<file path="src/hw/rtl/srrw_pkg.sv">
// shared types and constants of the selective repeat receive window
package srrw_pkg;

    localparam int DEPTH_DEFAULT = 16;
    localparam int SEQ_W         = 31;
    localparam int TS_W          = 32;
    localparam int CMD_W         = 2;
    localparam int KIND_W        = 2;
    localparam int WIN_W         = 5;

    localparam logic [SEQ_W-1:0] SEQ_MAX      = {SEQ_W{1'b1}};
    localparam logic [WIN_W-1:0] WINDOW_RESET = 5'd16;

    localparam logic [CMD_W-1:0] CMD_DATA  = 2'd0;
    localparam logic [CMD_W-1:0] CMD_PROBE = 2'd1;
    localparam logic [CMD_W-1:0] CMD_DRAIN = 2'd2;

    localparam logic [KIND_W-1:0] KIND_ACK     = 2'd0;
    localparam logic [KIND_W-1:0] KIND_PROBE   = 2'd1;
    localparam logic [KIND_W-1:0] KIND_DELIVER = 2'd2;

    typedef struct packed {
        logic             valid;
        logic [SEQ_W-1:0] tag;
        logic             fin;
    } t_slot;

    typedef enum logic [1:0] {
        CELL_HOLD,
        CELL_INSERT,
        CELL_SHIFT
    } t_cell_op;

    typedef struct packed {
        t_cell_op         op;
        logic [SEQ_W-1:0] key;
        logic             fin;
    } t_cell_ctl;

endpackage

</file>
<file path="src/hw/rtl/selective_repeat_receive_window_core.sv">
// selective repeat receive window: top level with sorted cell chain and sequencer
//
// channel   direction  handshake                      payload
// command   in         start high while busy low      i_cmd i_seq_num i_time_stamp i_final_flag
// result    out        o_strobe, one cycle, no stall  o_kind o_ack_seq o_echo_ts o_free_window
//                                                     o_delivered_seq o_delivered_final o_run_end
// config    in         i_cfg_valid and o_cfg_ready    i_window_size
//
// probe: reply in the cycle after the start, busy stays low
// data packet: lookup, then insert, then an advance step for each held successor the cumulative count
//   walks over (at most depth) and a last one that gives the ack; one chain compare per cycle sets the pace
// drain: deliverable words come out back to back while the chain shifts; with none it goes idle silently
// reset clears slot valid bits and counts and sets the window register to 16; results never stall
module selective_repeat_receive_window_core #(
    parameter int WINDOW_DEPTH = srrw_pkg::DEPTH_DEFAULT
) (
    input  logic                        i_clk,
    input  logic                        i_rst_n,
    input  logic                        start,
    output logic                        busy,
    input  logic [srrw_pkg::CMD_W-1:0]  i_cmd,
    input  logic [srrw_pkg::SEQ_W-1:0]  i_seq_num,
    input  logic [srrw_pkg::TS_W-1:0]   i_time_stamp,
    input  logic                        i_final_flag,
    input  logic                        i_cfg_valid,
    output logic                        o_cfg_ready,
    input  logic [srrw_pkg::WIN_W-1:0]  i_window_size,
    output logic                        o_strobe,
    output logic [srrw_pkg::KIND_W-1:0] o_kind,
    output logic [srrw_pkg::SEQ_W-1:0]  o_ack_seq,
    output logic [srrw_pkg::TS_W-1:0]   o_echo_ts,
    output logic [srrw_pkg::WIN_W-1:0]  o_free_window,
    output logic [srrw_pkg::SEQ_W-1:0]  o_delivered_seq,
    output logic                        o_delivered_final,
    output logic                        o_run_end
);

    localparam int CNT_W = $clog2(WINDOW_DEPTH + 1);
    localparam int CW    = (CNT_W > srrw_pkg::WIN_W) ? CNT_W : srrw_pkg::WIN_W;

    typedef enum logic [4:0] {
        ST_IDLE    = 5'b00001,
        ST_LOOKUP  = 5'b00010,
        ST_INSERT  = 5'b00100,
        ST_ADVANCE = 5'b01000,
        ST_DRAIN   = 5'b10000
    } t_state;

    // control state
    t_state                       r_state, n_state;
    logic [srrw_pkg::SEQ_W-1:0]   r_cum, n_cum;
    logic [CNT_W-1:0]             r_held, n_held;
    logic                         r_done, n_done;
    logic [srrw_pkg::WIN_W-1:0]   r_window, n_window;
    logic                         r_strobe, n_strobe;

    // payload state
    logic [srrw_pkg::SEQ_W-1:0]   r_seq, n_seq;
    logic [srrw_pkg::TS_W-1:0]    r_ts, n_ts;
    logic                         r_fin, n_fin;
    logic                         r_dup, n_dup;
    logic [srrw_pkg::KIND_W-1:0]  r_kind, n_kind;
    logic [srrw_pkg::SEQ_W-1:0]   r_ack_seq, n_ack_seq;
    logic [srrw_pkg::TS_W-1:0]    r_echo_ts, n_echo_ts;
    logic [srrw_pkg::WIN_W-1:0]   r_free, n_free;
    logic [srrw_pkg::SEQ_W-1:0]   r_dseq, n_dseq;
    logic                         r_dfin, n_dfin;
    logic                         r_run_end, n_run_end;

    // chain wiring
    srrw_pkg::t_cell_ctl          w_ctl;
    srrw_pkg::t_slot              w_slot [0:WINDOW_DEPTH];
    srrw_pkg::t_slot              w_left [0:WINDOW_DEPTH-1];
    logic [WINDOW_DEPTH-1:0]      w_left_lt;
    logic [WINDOW_DEPTH-1:0]      w_lt;
    logic [WINDOW_DEPTH-1:0]      w_eq;

    logic [CW-1:0]                w_eff;
    logic [CW-1:0]                w_held_ext;
    logic [srrw_pkg::WIN_W-1:0]   w_free;
    logic                         w_room;
    logic                         w_store;
    logic                         w_in_order;
    logic                         w_hit;
    logic                         w_del0;
    logic                         w_del1;

    assign busy        = (r_state != ST_IDLE);
    assign o_cfg_ready = 1'b1;

    assign w_slot[WINDOW_DEPTH] = '0;

    for (genvar gi = 0; gi < WINDOW_DEPTH; gi++) begin : g_cell
        if (gi == 0) begin : g_head
            assign w_left[gi]    = '0;
            assign w_left_lt[gi] = 1'b1;
        end else begin : g_body
            assign w_left[gi]    = w_slot[gi-1];
            assign w_left_lt[gi] = w_lt[gi-1];
        end

        srrw_cell u_cell (
            .i_clk     (i_clk),
            .i_rst_n   (i_rst_n),
            .i_ctl     (w_ctl),
            .i_left    (w_left[gi]),
            .i_left_lt (w_left_lt[gi]),
            .i_right   (w_slot[gi+1]),
            .o_slot    (w_slot[gi]),
            .o_lt      (w_lt[gi]),
            .o_eq      (w_eq[gi])
        );
    end

    // effective window is the register clamped to the chain depth
    always_comb begin
        w_eff = (CW'(r_window) > CW'(WINDOW_DEPTH)) ? CW'(WINDOW_DEPTH) : CW'(r_window);
        w_held_ext = CW'(r_held);
        w_free = (w_held_ext >= w_eff) ? '0 : srrw_pkg::WIN_W'(w_eff - w_held_ext);
        w_room = (w_held_ext < w_eff);
    end

    assign w_store    = (r_state == ST_INSERT) && !r_dup && w_room && (r_seq > r_cum);
    assign w_in_order = ({1'b0, r_seq} == ({1'b0, r_cum} + 32'd1));
    assign w_hit      = (|w_eq) && (r_cum != srrw_pkg::SEQ_MAX);
    // chain is sorted, so the head is the smallest tag and its neighbour the next
    assign w_del0     = w_slot[0].valid && (w_slot[0].tag <= r_cum);
    assign w_del1     = w_slot[1].valid && (w_slot[1].tag <= r_cum);

    always_comb begin
        w_ctl.key = (r_state == ST_ADVANCE) ? (r_cum + 1'b1) : r_seq;
        w_ctl.fin = r_fin;
        if (w_store) begin
            w_ctl.op = srrw_pkg::CELL_INSERT;
        end else if ((r_state == ST_DRAIN) && w_del0) begin
            w_ctl.op = srrw_pkg::CELL_SHIFT;
        end else begin
            w_ctl.op = srrw_pkg::CELL_HOLD;
        end
    end

    always_comb begin
        n_state   = r_state;
        n_cum     = r_cum;
        n_held    = r_held;
        n_done    = r_done;
        n_window  = r_window;
        n_strobe  = 1'b0;
        n_seq     = r_seq;
        n_ts      = r_ts;
        n_fin     = r_fin;
        n_dup     = r_dup;
        n_kind    = r_kind;
        n_ack_seq = r_ack_seq;
        n_echo_ts = r_echo_ts;
        n_free    = r_free;
        n_dseq    = r_dseq;
        n_dfin    = r_dfin;
        n_run_end = r_run_end;

        if (i_cfg_valid) begin
            n_window = i_window_size;
        end

        unique case (r_state)
            ST_IDLE: begin
                if (start) begin
                    priority if (i_cmd == srrw_pkg::CMD_DATA) begin
                        n_seq   = i_seq_num;
                        n_ts    = i_time_stamp;
                        n_fin   = i_final_flag;
                        n_state = ST_LOOKUP;
                    end else if (i_cmd == srrw_pkg::CMD_PROBE) begin
                        n_strobe  = 1'b1;
                        n_kind    = srrw_pkg::KIND_PROBE;
                        n_ack_seq = '0;
                        n_echo_ts = '0;
                        n_free    = w_free;
                        n_dseq    = '0;
                        n_dfin    = 1'b0;
                        n_run_end = 1'b1;
                    end else if (i_cmd == srrw_pkg::CMD_DRAIN) begin
                        if (!r_done) begin
                            n_state = ST_DRAIN;
                        end
                    end else begin
                    end
                end
            end
            ST_LOOKUP: begin
                n_dup   = |w_eq;
                n_state = ST_INSERT;
            end
            ST_INSERT: begin
                if (w_store) begin
                    n_held = r_held + 1'b1;
                end
                // in-order arrival moves the count even when the packet was not kept
                if (w_in_order) begin
                    n_cum = r_cum + 1'b1;
                end
                n_state = ST_ADVANCE;
            end
            ST_ADVANCE: begin
                if (w_hit) begin
                    n_cum = r_cum + 1'b1;
                end else begin
                    n_strobe  = 1'b1;
                    n_kind    = srrw_pkg::KIND_ACK;
                    n_ack_seq = r_cum;
                    n_echo_ts = r_ts;
                    n_free    = w_free;
                    n_dseq    = '0;
                    n_dfin    = 1'b0;
                    n_run_end = 1'b1;
                    n_state   = ST_IDLE;
                end
            end
            ST_DRAIN: begin
                if (w_del0) begin
                    n_strobe  = 1'b1;
                    n_kind    = srrw_pkg::KIND_DELIVER;
                    n_ack_seq = '0;
                    n_echo_ts = '0;
                    n_free    = '0;
                    n_dseq    = w_slot[0].tag;
                    n_dfin    = w_slot[0].fin;
                    n_run_end = w_slot[0].fin || !w_del1;
                    if (r_held != '0) begin
                        n_held = r_held - 1'b1;
                    end
                    if (w_slot[0].fin) begin
                        n_done = 1'b1;
                    end
                    if (w_slot[0].fin || !w_del1) begin
                        n_state = ST_IDLE;
                    end
                end else begin
                    n_state = ST_IDLE;
                end
            end
            default: begin
                n_state = ST_IDLE;
            end
        endcase
    end

    always_ff @(posedge i_clk) begin
        if (!i_rst_n) begin
            r_state  <= ST_IDLE;
            r_cum    <= '0;
            r_held   <= '0;
            r_done   <= 1'b0;
            r_window <= srrw_pkg::WINDOW_RESET;
            r_strobe <= 1'b0;
        end else begin
            r_state  <= n_state;
            r_cum    <= n_cum;
            r_held   <= n_held;
            r_done   <= n_done;
            r_window <= n_window;
            r_strobe <= n_strobe;
        end
    end

    always_ff @(posedge i_clk) begin
        r_seq     <= n_seq;
        r_ts      <= n_ts;
        r_fin     <= n_fin;
        r_dup     <= n_dup;
        r_kind    <= n_kind;
        r_ack_seq <= n_ack_seq;
        r_echo_ts <= n_echo_ts;
        r_free    <= n_free;
        r_dseq    <= n_dseq;
        r_dfin    <= n_dfin;
        r_run_end <= n_run_end;
    end

    assign o_strobe          = r_strobe;
    assign o_kind            = r_kind;
    assign o_ack_seq         = r_ack_seq;
    assign o_echo_ts         = r_echo_ts;
    assign o_free_window     = r_free;
    assign o_delivered_seq   = r_dseq;
    assign o_delivered_final = r_dfin;
    assign o_run_end         = r_run_end;

endmodule

</file>
<file path="src/hw/rtl/srrw_cell.sv">
// one slot of the sorted holding chain
module srrw_cell (
    input  logic              i_clk,
    input  logic              i_rst_n,
    input  srrw_pkg::t_cell_ctl i_ctl,
    input  srrw_pkg::t_slot   i_left,
    input  logic              i_left_lt,
    input  srrw_pkg::t_slot   i_right,
    output srrw_pkg::t_slot   o_slot,
    output logic              o_lt,
    output logic              o_eq
);

    logic                       r_valid;
    logic [srrw_pkg::SEQ_W-1:0] r_tag;
    logic                       r_fin;
    logic                       n_valid;
    logic [srrw_pkg::SEQ_W-1:0] n_tag;
    logic                       n_fin;

    assign o_slot = '{valid: r_valid, tag: r_tag, fin: r_fin};
    assign o_lt   = r_valid && (r_tag < i_ctl.key);
    assign o_eq   = r_valid && (r_tag == i_ctl.key);

    always_comb begin
        n_valid = r_valid;
        n_tag   = r_tag;
        n_fin   = r_fin;
        unique case (i_ctl.op)
            srrw_pkg::CELL_HOLD: begin
            end
            srrw_pkg::CELL_INSERT: begin
                // smaller tags stay, the gap opens where the left one is smaller
                if (!o_lt) begin
                    if (i_left_lt) begin
                        n_valid = 1'b1;
                        n_tag   = i_ctl.key;
                        n_fin   = i_ctl.fin;
                    end else begin
                        n_valid = i_left.valid;
                        n_tag   = i_left.tag;
                        n_fin   = i_left.fin;
                    end
                end
            end
            srrw_pkg::CELL_SHIFT: begin
                n_valid = i_right.valid;
                n_tag   = i_right.tag;
                n_fin   = i_right.fin;
            end
            default: begin
            end
        endcase
    end

    always_ff @(posedge i_clk) begin
        if (!i_rst_n) begin
            r_valid <= 1'b0;
        end else begin
            r_valid <= n_valid;
        end
    end

    always_ff @(posedge i_clk) begin
        r_tag <= n_tag;
        r_fin <= n_fin;
    end

endmodule

</file>
<file path="config.mk">
export PLATFORM = sky130hd
export DESIGN_NAME = selective_repeat_receive_window_core
export DESIGN_NICKNAME = d
export VERILOG_FILES = /design/src/hw/rtl/srrw_pkg.sv /design/src/hw/rtl/selective_repeat_receive_window_core.sv /design/src/hw/rtl/srrw_cell.sv
export SDC_FILE = /design/constraint.sdc
export NUM_CORES = 2
export LEC_CHECK = 0
export ABC_AREA = 1
export BUFFER_PORTS_ARGS = -buffer_cell sky130_fd_sc_hd__buf_2
export CAP_MARGIN = 40
export CORE_ASPECT_RATIO = 0.75
export CORE_MARGIN = 2
export CORE_UTILIZATION = 55
export DETAILED_ROUTE_END_ITERATION = 7
export GPL_TIMING_DRIVEN = 0
export PLACE_DENSITY_LB_ADDON = 0.05
export SLEW_MARGIN = 20
export SYNTH_ARGS = -nofsm -noshare
export SYNTH_HDL_FRONTEND = slang
export SYNTH_SLANG_ARGS = --single-unit
</file>
<file path="constraint.sdc">
create_clock -name i_clk -period 6.1 [get_ports i_clk]
set_input_delay 1.22 -clock i_clk [delete_from_list [all_inputs] [get_ports i_clk]]
set_output_delay 1.22 -clock i_clk [all_outputs]
set_load 0.02 [all_outputs]
</file>
==> impl_metrics.toml <==
[final_layout]
nets = 7397
area_delta_synth_final_pct = 13.21
stdcell_count = 8028
final_util_pct = 63.04
final_common_cell = "nand2_1"
fill_cells = 8435
final_cell_area_mm2 = 0.05906
mostFrequentLayoutCells = "1314 x nand2_1, 793 x o21ai_0, 749 x inv_1, 680 x edfxtp_1, 598 x ha_1"
drive_above_1_share_pct = 8.956

[global_routing]
grt.overflow.total = 0
track_usage_pct = 42.64
antenna_found_initial = 5
grt_pass1_wl_um = 306100
grt_max_degree = 76
grt_pass1_vias = 46388

[yosys]
yosys_register_bits = 744
synth_top_area_share_pct = 39.14
synth_ff_type = "edfxtp_1"
synthTopCellsByArea = "edfxtp_1 39%, ha_1 14%, nand2_1 9.6%"
syn_area_mm2 = 0.05217
synth_edf_count = 680
yosysSeqAreaShare_pct = 41.59
synth_cell_type_count = 52
synth_fp_nets = 7019
netlist_instances = 6344
synth_warnings = 0
syn_avg_cell_area_um2 = 8.224
synth-async-reset-ratio_pct = 0
synth_top_cell_by_area = "edfxtp_1"

[sta]
drv_slew = 0
final.period_utilization_pct = 99.60
finClkSkew_ps = 28.40
tightest_slew_ps = 1031
fmax_ghz = 0.1646
setup_tns_ps = 0
setup_slack_ps = 24.66
setup_viol = 0
period_needed_ps = 6075
rsz0062_at_grt = "false"
maxSlewHeadroom_pct = 30.64
hold_ws_ps = 486.6
hold_viol = 0

[die]
die_w_um = 359.6
coreArea_mm2 = 0.09369
die_area_mm2 = 0.09737
rows = 97
io-pin-count = 181
die_y_um = 270.7
initial_core_util_pct = 55.68

[worst_setup_path]
path_class = "reg -> reg"
worstPathArrival_ps = 6680
cp-end-kind = "flip-flop"
startpoint_type = "flip-flop"
required_ps = 6700
critPathSlowestCell = "nor3_1"
cp_max_fo = 16
worstPathCellList = "nor2_1 -> nand2_1 -> nor3_2 -> buf_2 -> buf_2 -> nand2_1 -> o21ai_0 -> inv_1 -> buf_16 -> ha_1 -> nand2_1 -> nor2_1 -> nand2_1 -> nor3_1 -> nand4_1 -> nand3_1 -> nor2_1 -> nand3b_1 -> nand3_1 -> clkbuf_2 -> buf_2 -> a21oi_2 -> nor2_1"
critPathMaxStageDelay_ps = 620

[clock_tree]
cts_buffers = 81
root_buffer = "clkbuf_16"
clk_transition_reported_paths_ps = 60
cts.sinks = 744
cts_tree = "done"
clk_latency_ps = 730
cts_buffer_depth = 3
htreeDepth = 3

[route]
drc = 4
antenna_left = 0
vias_per_cell = 6.440
wl_per_cell_um = 26.64
firstDrtPassIters = 8
drt_iter0_drc = 8771
wl_um = 213800
via_count = 51702

[placed_design]
hpwl_um = 172600
io_buffers = 178
dp_cells = 7812
place_area_mm2 = 0.05556
routabilityCongestion = 1.058
dp_slack_ps = -920.5

[power]
total_power_mw = 11.64
p_leak_nw = 26.07
powerDensity_mw_per_mm2 = 197.1
ir_drop_uv = 290.1

[flow_run]
max_cap_violations = 0

[run_status]
violations = "DRC"
status = "finished, violations left"

[worst_hold_path]
hold_class = "reg -> reg"
cells by family after synthesis:
| logic type | after synthesis | synth area share, % |
|---|---|---|
| AO/OA/AOI/OAI | 1597 | 16.92 |
| XOR/XNOR | 6 | 0.1271 |
| adder cells (fa/ha/maj) | 600 | 14.42 |
| buffers and inverters | 1056 | 7.837 |
| flip-flops | 744 | 41.59 |
| other | 1 | 0.007188 |
| AND/OR/NAND/NOR | 2340 | 19.09 |
worst max-delay path: cells and delay by family (launching register included):
| kind | cells | cell delay, ps |
|---|---|---|
| buffers and inverters | 6 | 1960 |
| flip-flops | 1 | 320 |
| AND/OR/NAND/NOR | 14 | 2790 |
| AO/OA/AOI/OAI | 2 | 520 |
| adder cells (fa/ha/maj) | 1 | 320 |
where the power goes:
group	total [mW]	leakage, nW	internal (mW)	switching (mW)
clock network	5.24	1.31	2.87	2.37
logic	0.805	18.1	0.243	0.562
registers	5.60	6.69	5.57	0.0245
cells in the mapped netlist, types with 8 or more instances:
| library cell | n |
|---|---|
| ha_1 | 598 |
| clkbuf_1 | 191 |
| o21bai_1 | 9 |
| o21a_1 | 11 |
| nand4_1 | 196 |
| nor3_1 | 60 |
| a21oi_2 | 10 |
| nand2_1 | 1331 |
| buf_1 | 23 |
| o211ai_1 | 273 |
| nand3b_1 | 8 |
| buf_2 | 67 |
| a21oi_1 | 452 |
| o21ai_0 | 795 |
| dfxtp_1 | 64 |
| o21ai_1 | 23 |
| nor3b_1 | 10 |
| edfxtp_1 | 680 |
| nand3_1 | 236 |
| inv_1 | 761 |
| nor4_1 | 36 |
| nor2_1 | 428 |
worst paths after layout:
check               from     endpoint  slack, ps  cells past startpoint
min reg2reg  r_window[3]  r_window[3]        490                      2
max           r_state[0]     r_cum[4]         20                     23
max reg2reg   r_state[0]     r_cum[4]         20                     23
min          r_window[3]  r_window[3]        490                      2
registers in the layout, indices dropped and copies added (netlist names):
register               cells
r_held                     5
r_ts                      32
r_cum                     31
o_ack_seq                 31
g_cell.u_cell.r_tag      496
o_delivered_final          1
r_done                     1
o_run_end                  1
r_seq                     31
r_state                    5
g_cell.u_cell.r_valid     16
o_kind                     2
r_dup                      1
o_free_window              5
r_fin                      1
g_cell.u_cell.r_fin       16
o_delivered_seq           31
o_strobe                   1
o_echo_ts                 32
r_window                   5
per-layer routing:
layer | vias up | wire length [µm] | global-route usage [%]
li1 | 23000 | - | -
met1 | 24567 | 93630 | 66.16
met2 | 3871 | 73770 | 50.11
met3 | 256 | 42240 | 22.87
met4 | 8 | 3935 | 7.983
met5 | - | 255 | 1.667
cell type report:
class,instances,area [µm²],share of cell area [%]
diodes,2,5.005,0.008474
plain buffers,283,1214,2.055
clock buffers,109,2213,3.747
clock inverters,41,450.4,0.7626
inverters,769,2925,4.953
multi-input cells,4544,26580,45.00
flip-flops and latches,744,21700,36.74
well taps,1237,1548,2.620
repair buffers,299,2427,4.110
what timing repair did:
item,4_1_cts,5_1_grt
pin swaps,0,4
cloned,0,1
gates resized for setup,24,59
hold buffers,0,0
hold endpoints to repair,0,0
setup buffers,23,14
setup endpoints to repair,755,682
No activity file was read; power rests on OpenSTA's default activity.
